--- config.mk ---
export PLATFORM = sky130hd
export DESIGN_NAME = grammar_text_tokenizer_core
export DESIGN_NICKNAME = d
export VERILOG_FILES = /design/src/gtt_pkg.sv /design/src/gtt_scan.sv /design/src/gtt_outq.sv /design/src/grammar_text_tokenizer_core.sv
export SDC_FILE = /design/constraint.sdc
export NUM_CORES = 1
export LEC_CHECK = 0
export BUFFER_PORTS_ARGS = -buffer_cell sky130_fd_sc_hd__buf_2
export CAP_MARGIN = 20
export CORE_ASPECT_RATIO = 2
export CORE_MARGIN = 3
export CORE_UTILIZATION = 41
export CTS_CLUSTER_DIAMETER = 60
export DETAILED_ROUTE_END_ITERATION = 12
export GPL_TIMING_DRIVEN = 1
export PLACE_DENSITY_LB_ADDON = 0.2
export SLEW_MARGIN = 25
export SYNTH_ARGS = -nofsm -noshare
export SYNTH_HDL_FRONTEND = slang
export SYNTH_SLANG_ARGS = --single-unit
--- constraint.sdc ---
create_clock -name aclk -period 8.1 [get_ports aclk]
set_clock_uncertainty 0.05 [all_clocks]
set_input_delay 0 -clock aclk [delete_from_list [all_inputs] [get_ports aclk]]
set_output_delay 0 -clock aclk [all_outputs]
set_load 0.03 [all_outputs]
--- src/gtt_pkg.sv ---
// Shared types, codes and character constants for the grammar text tokenizer.
package gtt_pkg;

    // Scanner modes; codes above MODE_HALT are never entered and behave as halted.
    typedef enum logic [2:0] {
        MODE_IDLE    = 3'd0,
        MODE_SYMBOL  = 3'd1,
        MODE_COMMENT = 3'd2,
        MODE_STRING  = 3'd3,
        MODE_ESCAPE  = 3'd4,
        MODE_HALT    = 3'd5
    } scan_mode_t;

    // Token kinds as reported on the result channel.
    typedef enum logic [3:0] {
        TK_ERROR     = 4'd0,
        TK_SYMBOL    = 4'd1,
        TK_STRING    = 4'd2,
        TK_OPEN      = 4'd3,
        TK_CLOSE     = 4'd4,
        TK_STAR      = 4'd5,
        TK_PLUS      = 4'd6,
        TK_QUESTION  = 4'd7,
        TK_EQUALS    = 4'd8,
        TK_PIPE      = 4'd9,
        TK_SEMICOLON = 4'd10,
        TK_END       = 4'd11
    } token_kind_t;

    // Result beat sorts.
    localparam logic OUT_TEXT = 1'b0;
    localparam logic OUT_DONE = 1'b1;

    // Characters the scanner recognises.
    localparam logic [7:0] CH_TAB       = 8'h09;
    localparam logic [7:0] CH_LF        = 8'h0A;
    localparam logic [7:0] CH_CR        = 8'h0D;
    localparam logic [7:0] CH_SPACE     = 8'h20;
    localparam logic [7:0] CH_QUOTE     = 8'h22;
    localparam logic [7:0] CH_HASH      = 8'h23;
    localparam logic [7:0] CH_OPEN      = 8'h28;
    localparam logic [7:0] CH_CLOSE     = 8'h29;
    localparam logic [7:0] CH_STAR      = 8'h2A;
    localparam logic [7:0] CH_PLUS      = 8'h2B;
    localparam logic [7:0] CH_SEMICOLON = 8'h3B;
    localparam logic [7:0] CH_EQUALS    = 8'h3D;
    localparam logic [7:0] CH_QUESTION  = 8'h3F;
    localparam logic [7:0] CH_BACKSLASH = 8'h5C;
    localparam logic [7:0] CH_LOWER_N   = 8'h6E;
    localparam logic [7:0] CH_PIPE      = 8'h7C;

    // Widest line or column counter the block supports.
    localparam int unsigned COUNT_MAX_WIDTH = 32;

    // Result queue depth and its index and fill widths.
    localparam int unsigned QUEUE_DEPTH = 4;
    localparam int unsigned QUEUE_IDX_W = $clog2(QUEUE_DEPTH);
    localparam int unsigned QUEUE_CNT_W = $clog2(QUEUE_DEPTH + 1);

    // One input beat.
    typedef struct packed {
        logic [7:0] char_in;
        logic       end_mark;
    } input_t;

    // One result beat.
    typedef struct packed {
        logic        out_kind;
        token_kind_t token_kind;
        logic [7:0]  text_byte;
        logic [15:0] line_number;
        logic [15:0] column_number;
        logic        last_result;
    } result_t;

    // Results produced by one scanned character, handed to the queue.
    typedef struct packed {
        logic [1:0] count;
        result_t    first;
        result_t    second;
    } push_t;

    // Punctuation lookup; TK_ERROR means the byte is not punctuation.
    function automatic token_kind_t punct_kind(input logic [7:0] ch);
        token_kind_t kind;
        unique case (ch)
            CH_OPEN:      kind = TK_OPEN;
            CH_CLOSE:     kind = TK_CLOSE;
            CH_STAR:      kind = TK_STAR;
            CH_PLUS:      kind = TK_PLUS;
            CH_QUESTION:  kind = TK_QUESTION;
            CH_EQUALS:    kind = TK_EQUALS;
            CH_PIPE:      kind = TK_PIPE;
            CH_SEMICOLON: kind = TK_SEMICOLON;
            default:      kind = TK_ERROR;
        endcase
        return kind;
    endfunction

    function automatic logic is_letter(input logic [7:0] ch);
        return ((ch >= 8'h61) && (ch <= 8'h7A)) || ((ch >= 8'h41) && (ch <= 8'h5A));
    endfunction

    function automatic logic is_digit(input logic [7:0] ch);
        return (ch >= 8'h30) && (ch <= 8'h39);
    endfunction

endpackage

--- src/gtt_scan.sv ---
// Scanner: mode and position registers plus the per-character decode logic.
module gtt_scan #(
    parameter int unsigned LINE_WIDTH   = 16,
    parameter int unsigned COLUMN_WIDTH = 16
) (
    input  logic           aclk,
    input  logic           aresetn,
    input  logic           advance,
    input  gtt_pkg::input_t beat,
    output gtt_pkg::push_t push
);
    import gtt_pkg::*;

    scan_mode_t              mode_reg, mode_next;
    logic [LINE_WIDTH-1:0]   line_reg, line_next;
    logic [COLUMN_WIDTH-1:0] col_reg, col_next;

    logic [COUNT_MAX_WIDTH-1:0] line_wide;
    logic [COUNT_MAX_WIDTH-1:0] col_wide;
    logic [15:0]                line_sat;
    logic [15:0]                col_sat;

    logic        consume;
    logic [7:0]  ch;

    // Outcome of treating the character as if between tokens.
    result_t     idle_res;
    logic        idle_emit;
    logic        idle_consume;
    scan_mode_t  idle_mode;
    token_kind_t pk;

    result_t     res0;
    result_t     res1;
    logic [1:0]  res_count;

    function automatic result_t mk_result(input logic kind, input token_kind_t tk,
                                          input logic [7:0] byte_val,
                                          input logic [15:0] pl, input logic [15:0] pc);
        result_t r;
        r.out_kind      = kind;
        r.token_kind    = tk;
        r.text_byte     = byte_val;
        r.line_number   = pl;
        r.column_number = pc;
        r.last_result   = 1'b0;
        return r;
    endfunction

    assign ch = beat.char_in;

    // Reported positions saturate at the 16-bit field maximum.
    assign line_wide = COUNT_MAX_WIDTH'(line_reg);
    assign col_wide  = COUNT_MAX_WIDTH'(col_reg);
    assign line_sat  = (line_wide > COUNT_MAX_WIDTH'(16'hFFFF)) ? 16'hFFFF : line_wide[15:0];
    assign col_sat   = (col_wide > COUNT_MAX_WIDTH'(16'hFFFF)) ? 16'hFFFF : col_wide[15:0];

    // Handling of a character when no token is open.
    always_comb begin
        pk           = punct_kind(ch);
        idle_res     = mk_result(OUT_DONE, TK_ERROR, 8'h00, line_sat, col_sat);
        idle_emit    = 1'b0;
        idle_consume = 1'b1;
        idle_mode    = MODE_IDLE;
        if ((ch == CH_SPACE) || (ch == CH_TAB) || (ch == CH_CR) || (ch == CH_LF)) begin
            idle_emit = 1'b0;
        end else if (ch == CH_HASH) begin
            idle_mode = MODE_COMMENT;
        end else if (is_letter(ch)) begin
            idle_res  = mk_result(OUT_TEXT, TK_SYMBOL, ch, line_sat, col_sat);
            idle_emit = 1'b1;
            idle_mode = MODE_SYMBOL;
        end else if (ch == CH_QUOTE) begin
            idle_mode = MODE_STRING;
        end else if (pk != TK_ERROR) begin
            idle_res  = mk_result(OUT_DONE, pk, 8'h00, line_sat, col_sat);
            idle_emit = 1'b1;
        end else begin
            // Unknown character: report and halt without consuming it.
            idle_emit    = 1'b1;
            idle_consume = 1'b0;
            idle_mode    = MODE_HALT;
        end
    end

    // Main decode for the current mode.
    always_comb begin
        mode_next = mode_reg;
        consume   = 1'b0;
        res_count = 2'd0;
        res0      = mk_result(OUT_DONE, TK_ERROR, 8'h00, line_sat, col_sat);
        res1      = mk_result(OUT_DONE, TK_ERROR, 8'h00, line_sat, col_sat);
        unique case (mode_reg)
            MODE_IDLE, MODE_SYMBOL, MODE_COMMENT, MODE_STRING, MODE_ESCAPE: begin
                if (beat.end_mark) begin
                    if (mode_reg == MODE_SYMBOL) begin
                        res0      = mk_result(OUT_DONE, TK_SYMBOL, 8'h00, line_sat, col_sat);
                        res1      = mk_result(OUT_DONE, TK_END, 8'h00, line_sat, col_sat);
                        res_count = 2'd2;
                        mode_next = MODE_IDLE;
                    end else if ((mode_reg == MODE_STRING) || (mode_reg == MODE_ESCAPE)) begin
                        res_count = 2'd1;
                        mode_next = MODE_HALT;
                    end else begin
                        res0      = mk_result(OUT_DONE, TK_END, 8'h00, line_sat, col_sat);
                        res_count = 2'd1;
                        mode_next = MODE_IDLE;
                    end
                end else if (mode_reg == MODE_COMMENT) begin
                    consume = 1'b1;
                    if (ch == CH_LF) begin
                        mode_next = MODE_IDLE;
                    end
                end else if (mode_reg == MODE_STRING) begin
                    consume = 1'b1;
                    if (ch == CH_QUOTE) begin
                        res0      = mk_result(OUT_DONE, TK_STRING, 8'h00, line_sat, col_sat);
                        res_count = 2'd1;
                        mode_next = MODE_IDLE;
                    end else if (ch == CH_BACKSLASH) begin
                        mode_next = MODE_ESCAPE;
                    end else begin
                        res0      = mk_result(OUT_TEXT, TK_STRING, ch, line_sat, col_sat);
                        res_count = 2'd1;
                    end
                end else if (mode_reg == MODE_ESCAPE) begin
                    res_count = 2'd1;
                    if ((ch == CH_QUOTE) || (ch == CH_BACKSLASH) || (ch == CH_LOWER_N)) begin
                        res0 = mk_result(OUT_TEXT, TK_STRING,
                                         (ch == CH_LOWER_N) ? CH_LF : ch, line_sat, col_sat);
                        consume   = 1'b1;
                        mode_next = MODE_STRING;
                    end else begin
                        mode_next = MODE_HALT;
                    end
                end else if ((mode_reg == MODE_SYMBOL) && (is_letter(ch) || is_digit(ch))) begin
                    res0      = mk_result(OUT_TEXT, TK_SYMBOL, ch, line_sat, col_sat);
                    res_count = 2'd1;
                    consume   = 1'b1;
                end else if (mode_reg == MODE_SYMBOL) begin
                    // Symbol closed by this character, which is then scanned afresh.
                    res0      = mk_result(OUT_DONE, TK_SYMBOL, 8'h00, line_sat, col_sat);
                    res1      = idle_res;
                    res_count = idle_emit ? 2'd2 : 2'd1;
                    consume   = idle_consume;
                    mode_next = idle_mode;
                end else begin
                    res0      = idle_res;
                    res_count = idle_emit ? 2'd1 : 2'd0;
                    consume   = idle_consume;
                    mode_next = idle_mode;
                end
            end
            default: begin
                // Halted: every beat reports an error and nothing moves.
                res_count = 2'd1;
            end
        endcase

        if (res_count == 2'd1) begin
            res0.last_result = 1'b1;
        end
        if (res_count == 2'd2) begin
            res1.last_result = 1'b1;
        end
    end

    // Line and column counters, both saturating.
    always_comb begin
        line_next = line_reg;
        col_next  = col_reg;
        if (consume) begin
            if (ch == CH_LF) begin
                if (line_reg != {LINE_WIDTH{1'b1}}) begin
                    line_next = line_reg + LINE_WIDTH'(1);
                end
                col_next = '0;
            end else if (col_reg != {COLUMN_WIDTH{1'b1}}) begin
                col_next = col_reg + COLUMN_WIDTH'(1);
            end
        end
    end

    // State registers move only when a beat leaves the input register.
    always_ff @(posedge aclk) begin
        if (!aresetn) begin
            mode_reg <= MODE_IDLE;
            line_reg <= '0;
            col_reg  <= '0;
        end else if (advance) begin
            mode_reg <= mode_next;
            line_reg <= line_next;
            col_reg  <= col_next;
        end
    end

    assign push.count  = advance ? res_count : 2'd0;
    assign push.first  = res0;
    assign push.second = res1;

endmodule

--- src/gtt_outq.sv ---
// Result queue: takes up to two result beats a cycle and releases one while m_ready is high.
module gtt_outq (
    input  logic             aclk,
    input  logic             aresetn,
    input  gtt_pkg::push_t   push,
    output logic             room,
    output logic             m_valid,
    input  logic             m_ready,
    output gtt_pkg::result_t m_data
);
    import gtt_pkg::*;

    result_t                entry_reg [QUEUE_DEPTH];
    logic [QUEUE_IDX_W-1:0] wr_ptr_reg, wr_ptr_next;
    logic [QUEUE_IDX_W-1:0] rd_ptr_reg, rd_ptr_next;
    logic [QUEUE_CNT_W-1:0] count_reg, count_next;
    logic                   pop;
    logic [QUEUE_IDX_W-1:0] wr_ptr_plus1;

    assign pop          = m_valid && m_ready;
    assign wr_ptr_plus1 = wr_ptr_reg + QUEUE_IDX_W'(1);

    // Room for the worst case of two new beats, ignoring a pop in the same cycle.
    assign room    = (count_reg <= QUEUE_CNT_W'(QUEUE_DEPTH - 2));
    assign m_valid = (count_reg != '0);
    assign m_data  = entry_reg[rd_ptr_reg];

    // Pointer and fill bookkeeping.
    always_comb begin
        wr_ptr_next = wr_ptr_reg + QUEUE_IDX_W'(push.count);
        rd_ptr_next = pop ? rd_ptr_reg + QUEUE_IDX_W'(1) : rd_ptr_reg;
        count_next  = count_reg + QUEUE_CNT_W'(push.count) - QUEUE_CNT_W'(pop);
    end

    always_ff @(posedge aclk) begin
        if (!aresetn) begin
            wr_ptr_reg <= '0;
            rd_ptr_reg <= '0;
            count_reg  <= '0;
        end else begin
            wr_ptr_reg <= wr_ptr_next;
            rd_ptr_reg <= rd_ptr_next;
            count_reg  <= count_next;
        end
    end

    // Entry storage; the second beat lands in the slot after the first.
    always_ff @(posedge aclk) begin
        if (push.count != 2'd0) begin
            entry_reg[wr_ptr_reg] <= push.first;
        end
        if (push.count == 2'd2) begin
            entry_reg[wr_ptr_plus1] <= push.second;
        end
    end

`ifndef SYNTHESIS
    a_fill_in_range: assert property (@(posedge aclk) disable iff (!aresetn)
        count_reg <= QUEUE_CNT_W'(QUEUE_DEPTH))
        else $error("result queue fill exceeds its depth");

    a_push_fits: assert property (@(posedge aclk) disable iff (!aresetn)
        (push.count != 2'd0) |-> (QUEUE_CNT_W'(push.count) <= QUEUE_CNT_W'(QUEUE_DEPTH) - count_reg))
        else $error("result beats pushed into a full queue");

    a_push_count_legal: assert property (@(posedge aclk) disable iff (!aresetn)
        push.count != 2'd3)
        else $error("scanner produced more than two results for one beat");

    a_pop_then_advance: assert property (@(posedge aclk) disable iff (!aresetn)
        (pop && (push.count == 2'd0)) |=> (rd_ptr_reg == $past(rd_ptr_reg) + QUEUE_IDX_W'(1)))
        else $error("read pointer failed to advance after a pop");
`endif

endmodule

--- src/grammar_text_tokenizer_core.sv ---
// Top level of the grammar text tokenizer: input register, scanner and result queue.
//
// Each accepted character beat is held in an input register and scanned once the queue has
// room for its results; the results (none, one or two) go into a four-entry queue that
// feeds the result channel one beat per cycle while m_ready is high, so the first result of
// a beat is offered after it has passed the input register and entered the queue.
// A new character can be taken every cycle as long as the queue has room for two
// more beats; the result port's one-beat-per-cycle drain is what sets the sustained rate
// when beats produce two results. Symbol and string text leaves byte by byte, followed by a
// token-complete beat; after an error the scanner reports ERROR for every further beat until
// reset. Line and column counters are LINE_WIDTH and COLUMN_WIDTH bits wide and saturate.
module grammar_text_tokenizer_core #(
    parameter int unsigned LINE_WIDTH   = 16,
    parameter int unsigned COLUMN_WIDTH = 16
) (
    input  logic             aclk,
    input  logic             aresetn,
    input  logic             s_valid,
    output logic             s_ready,
    input  gtt_pkg::input_t  s_data,
    output logic             m_valid,
    input  logic             m_ready,
    output gtt_pkg::result_t m_data
);
    import gtt_pkg::*;

    input_t in_reg;
    logic   in_valid_reg, in_valid_next;
    logic   advance;
    logic   room;
    push_t  push;

    // A held beat moves on when the queue can take its results.
    assign advance       = in_valid_reg && room;
    assign s_ready       = !in_valid_reg || advance;
    assign in_valid_next = (s_valid && s_ready) || (in_valid_reg && !advance);

    always_ff @(posedge aclk) begin
        if (!aresetn) begin
            in_valid_reg <= 1'b0;
        end else begin
            in_valid_reg <= in_valid_next;
        end
    end

    // Input payload register.
    always_ff @(posedge aclk) begin
        if (s_valid && s_ready) begin
            in_reg <= s_data;
        end
    end

    gtt_scan #(
        .LINE_WIDTH   (LINE_WIDTH),
        .COLUMN_WIDTH (COLUMN_WIDTH)
    ) u_scan (
        .aclk    (aclk),
        .aresetn (aresetn),
        .advance (advance),
        .beat    (in_reg),
        .push    (push)
    );

    gtt_outq u_outq (
        .aclk    (aclk),
        .aresetn (aresetn),
        .push    (push),
        .room    (room),
        .m_valid (m_valid),
        .m_ready (m_ready),
        .m_data  (m_data)
    );

`ifndef SYNTHESIS
    a_held_beat_kept: assert property (@(posedge aclk) disable iff (!aresetn)
        (in_valid_reg && !advance) |=> (in_valid_reg && $stable(in_reg)))
        else $error("input register lost or changed a stalled beat");

    a_push_only_on_advance: assert property (@(posedge aclk) disable iff (!aresetn)
        (push.count != 2'd0) |-> advance)
        else $error("results pushed without a beat leaving the input register");

    a_last_marked: assert property (@(posedge aclk) disable iff (!aresetn)
        (push.count == 2'd2) |-> (!push.first.last_result && push.second.last_result))
        else $error("final-result mark misplaced on a two-result beat");
`endif

endmodule
== Word-level counts from Yosys, hierarchy flattened ==
Memories as Yosys holds them, arrays and structs flattened. A register that Yosys moved wholly into a read port is not among the register bits.
Index checks and enable logic that the tools add are counted.
Word-level totals
  register bits: 52
  bits in writable memories: 184
  input port bits: 13
  output and inout bits: 48
  logic and storage cells: 167
  memories: 1
Memories
  u_outq.entry_reg: depth 4, bits a word 46, rd ports 1, clocked after memory_dff 1, wr ports 2, line gtt_outq.sv:13  | result_t entry_reg [QUEUE_DEPTH];
Operators by class
  $add $sub $neg: 7
  order comparisons: 9
  eq/ne operators: 28
  multiplexer cells: 84
  reduce and logical (&&, ||, !) cells: 29
Operators with widths (number)
  46-bit 2-to-1 mux: 22
  45-bit 2-to-1 mux: 3
  8-bit by 6-bit equality test with 1-bit output, second input constant: 10
  16-bit 2-to-1 mux: 4
  3-bit 2-to-1 mux: 16
  16-bit by 1-bit adder with 16-bit output, second input constant: 2
  16-bit > comparator, second input constant: 2
  16-bit inequality test, second input constant: 2
  4-bit one-hot mux with 8 select lines: 1
  2-bit 2-to-1 mux: 13
  8-bit by 4-bit equality test with 1-bit output, second input constant: 3
  8-bit by 7-bit equality test with 1-bit output, second input constant: 3
  1-bit 2-to-1 mux: 24
  8-bit by 7-bit >= comparator with 1-bit output, second input constant: 2
  8-bit by 7-bit <= comparator with 1-bit output, second input constant: 2
  1-bit logical OR: 10
  8-bit by 6-bit >= comparator with 1-bit output, second input constant: 1
  8-bit by 6-bit <= comparator with 1-bit output, second input constant: 1
  1-bit logical AND: 8
  8-bit 2-to-1 mux: 1
  3-bit by 2-bit equality test with 1-bit output, second input constant: 2
  5-bit by 2-bit inequality test with 1-bit output, second input constant: 1
  5-bit by 4-bit inequality test with 1-bit output, second input constant: 1
  5-bit AND reduction: 1
  18 further kinds: 22

== Longest topological paths before layout ==
  word-level depth: 18
  depth in mapped cells: 18
  gate-level depth less buffers: 17

== By module ==
A second synthesis with hierarchy kept.
Second synthesis, totals
  cells, all modules: 931
  area, all modules: 13128.8 µm²
By module, submodules not included
  gtt_outq: instances 1, cells each 495, area each 9449.1 µm², sequential area each 5705.5 µm²
  gtt_scan: instances 1, cells each 421, area each 3344.5 µm², sequential area each 700.7 µm²
  grammar_text_tokenizer_core: instances 1, cells each 15, area each 335.3 µm², sequential area each 290.3 µm²

== Worst setup path before layout ==
No wires, ideal clock.
  path type: reg-to-reg
  from: register in_reg[8] in the netlist's numbering
  to: memory u_outq.entry_reg[3][0] in the netlist's numbering (enable)
  setup time: 0.516 ns
  arrival time: 5.714 ns
  data required time: 7.534 ns
  slack: 1.820 ns
  cell stages (with the launch flop): 11
  path buffers: 1
  clock period less this slack: 6.280 ns
  cells stage by stage: edfxtp_1 -> buf_6 -> nor4b_4 -> or4b_1 -> nand3_1 -> inv_1 -> ha_1 -> nand3b_1 -> o21ai_1 -> a21oi_1 -> nor3b_1
RTL lines
  start: declaration: line grammar_text_tokenizer_core.sv:27  | input_t in_reg;
  start signal: assignment: line grammar_text_tokenizer_core.sv:49  | in_reg <= s_data;
  end: declaration: line gtt_outq.sv:13

==> results.yml <==
run_status:
  result_of_the_run: "complete, no violations"
cells_and_area:
  synthToLayoutAreaGrowth_pct: 14.2
  antenna_fix_cells: 0
  nets: 844
  final_common_cell: "edfxtp_1"
  final_cells: 1175
  utilization_pct: 48.1
  layout_common_cells: "edfxtp_1 (193), nor2_1 (60), buf_2 (60)"
  largest_register_ffs: 184
  post_route_cells_drive_above_1_share_pct: 20.9
timing:
  setup-violations-final: 0
  max-slew-margin-rel_pct: 31.2
  max_freq_ghz: 0.213
  final_report_max_slew_violation_count: 0
  final_min_period_over_clock_period_pct: 58.0
  timing.final.crit_period_ns: 4.70
  tightest_slew_ns: 1.01
  fin_setup_tns_ns: 0
  hold_violations_final: 0
  grt_setup_unrepaired: "false"
floorplanning:
  rows: 82
  design.die.area_um2: 28100
  initial_core_util_pct: 42.1
  chipHeight_um: 234
  pin_count: 61
  design.core.area_um2: 25300
  die_width_um: 120
place:
  dp.final_hpwl_um: 17200
  buffer_ports.inserted: 60
  final_weighted_congestion_in_routability_driven_placement: 0.870
  placedCellCount: 1121
setup_path:
  rrSetupSlack_ns: 3.40
  critical_path.max_fanout: 37
  critical-path-top-delay-family: "simple AND/OR/NAND/NOR gates"
  cp-start-kind: "flop"
  cp.required_ns: 8.18
  critical-path-slowest-cell: "nor3b_2"
  setup.worst_path.end_class: "flop"
  crit_type: "reg2reg"
  worstPathArrival_ns: 4.78
  crit_path_cell_trace: "nor4b_4 -> or4b_1 -> nand3_1 -> inv_1 -> ha_1 -> nand3b_1 -> o21ai_1 -> a21oi_1 -> nor3b_2 -> buf_4"
  worst-path-stages: 10
  timing.rr.start: "in_reg[8]"
  worst_reg_to_reg_path_cell_count: 10
  worstPathBufferInverterCount: 2
  worst_path_largest_cell_delay_ns: 0.69
  critical_path.reg2reg.endpoint: "u_outq.entry_reg[3][24]"
yosys:
  synth_enable_flop_cells: 193
  synth.net_count: 781
  syn_avg_cell_area_um2: 14.0
  synth_top_flop_cell: "edfxtp_1"
  synth-seq-area-share_pct: 62.8
  netlist_instances: 760
  synth_area_um2: 10700
  synth-async-reset-ratio_pct: 0
  yosysWarningCount: 0
  netlist-cell-type-count: 71
  synthesis_stage_register_bit_count: 238
route:
  wl_um: 25100
  drtIter0Drc: 472
  routedWlPerCell_um: 21.3
  ant_nets: 0
  drc: 0
  drt_first_pass_iters: 4
  detailed_route_via_count: 6589
  post_drt_via_cell_ratio: 5.61
global_route:
  globalRouteOverflowTotal: 0
  grt_pass1_wl_um: 39500
  grt_max_degree: 47
  antenna_violations_before_repair: 0
  first_global_vias: 7068
  grt_util_all_layers_pct: 18.1
clock_network:
  cts_num_sinks: 238
  cts_tree: "done"
  post_cts_setup_repair_bufs: 0
  ctsRootBufferMaster: "clkbuf_16"
  cts-htree-levels: 1
  clock_insertion_delay_worst_skew_ns: 0.51
  cts_made_buffers: 23
  worst_setup_hold_path_clk_slew_ns: 0.06
  ctsLongestPathBuffers: 3
min_path:
  hold_class: "in2reg"
  hold_end: "in_reg[0]"
  hold_start: "s_data[0]"
  worst_hold_path.num_cells: 2
power:
  sequentialPowerShare_pct: 44.3
  worst_ir_drop_vdd_mv: 0.179
  power_density_nw_per_um2: 276
  p_switching_w: 0.00103
  finalPower_w: 0.00336
  p_leak_nw: 4.06
  p_int_w: 0.00233
  p_comb_share_pct: 24.2
  power.share.switching_pct: 30.7
  power.clock.fraction_pct: 31.5
run:
  cap_viol_max_count: 0
[worst reg2reg max path, cell delays in order (launching register included)]
cell	delay, ns
edfxtp_1	0.67
nor4b_4	0.41
or4b_1	0.48
nand3_1	0.21
inv_1	0.07
ha_1	0.27
nand3b_1	0.19
o21ai_1	0.45
a21oi_1	0.19
nor3b_2	0.70
buf_4	0.61
[cells in the mapped netlist (4+ instances only)]
library cell	instances	share of area, %
and4_1	6	0.49
nand2_1	49	1.7
or3_1	5	0.29
a31oi_1	5	0.29
nor2_1	60	2.1
o21a_1	4	0.28
nor3_1	8	0.38
and2_1	16	0.94
dfxtp_1	45	8.4
a2111oi_0	6	0.49
inv_1	19	0.67
buf_2	12	0.56
buf_1	5	0.18
o31ai_1	12	0.84
nor2b_1	6	0.35
xnor2_1	10	0.82
or4_1	6	0.42
mux2i_1	18	1.7
nand3_1	24	1.1
nand2b_1	6	0.35
and3_1	17	1.0
ha_1	7	0.82
a21o_1	6	0.42
nand4_1	7	0.41
a21oi_1	35	1.6
nor3b_1	5	0.35
edfxtp_1	193	54
o21ai_0	28	1.3
a211oi_1	5	0.35
nand3b_1	6	0.42
clkbuf_1	24	0.84
mux4_2	46	9.7
[how the worst max path moves through the flow]
stage / start / endpoint / slack, ns
6_report: in_reg[8] / u_outq.entry_reg[3][24] / 3.40
5_1_grt: in_reg[1] / u_outq.entry_reg[3][38] / 3.02
4_1_cts: in_reg[8] / u_outq.entry_reg[3][38] / 3.39
3_5_place_dp: in_reg[8] / u_outq.entry_reg[3][29] / 3.41
3_3_place_gp: in_reg[8] / u_outq.entry_reg[3][28] / 3.52
2_1_floorplan: in_reg[8] / u_outq.entry_reg[3][0] / 1.82
[layer usage]
| metal | GRT usage, % | vias up | wire length, um |
|---|---|---|---|
| li1 | - | 3089 | - |
| met1 | 17.9 | 3308 | 8590 |
| met2 | 36.5 | 138 | 14400 |
| met3 | 1.98 | 54 | 702 |
| met4 | 9.18 | 0 | 1340 |
| met5 | 0 | - | 0 |
[logic make-up after synthesis]
kind of cell / Yosys count / synth area share [%]
AO/OA/AOI/OAI: 133 / 8.64
XOR/XNOR: 13 / 1.07
adder cells (fa/ha/maj): 8 / 1.01
buffers and inverters: 63 / 2.50
flip-flops: 238 / 62.8
multiplexers: 64 / 11.4
AND/OR/NAND/NOR: 241 / 12.6
[final cells by class]
class / count / area, um^2
inverter: 20 / 75.1
tap: 336 / 420
fill: 2230 / 13200
sequential: 238 / 6700
timing repair buffer: 81 / 500
multi-input combinational: 459 / 3740
clock buffer: 29 / 608
clock inverter: 12 / 138
[timing repair]
item / CTS / global route
hold buffers: 12 / 0
endpoints found under the hold margin: 25 / 0
resized for setup: 0 / 0
[power by group through the flow]
stage	Clock [W]	Combinational, W	Sequential, W
6_report	0.00106	0.000815	0.00149
5_1_grt	0.00114	0.000874	0.00150
4_1_cts	0.00109	0.000796	0.00152
3_5_place_dp	0	0.000790	0.00155
3_3_place_gp	0	0.000784	0.00154
2_1_floorplan	0	0.000651	0.00146
[through the flow]
step                setup WS [ns]  hold WS [ns]  area [um^2]
finish                       3.40         0.152        12200
detailed placement           3.41         0.129        11300
CTS                          3.39         0.126        12200
global placement             3.52         0.129        11300
floorplan                    1.82        0.0489        10700
global route                 3.02         0.145        12200
(Power assumes the default switching activity.)
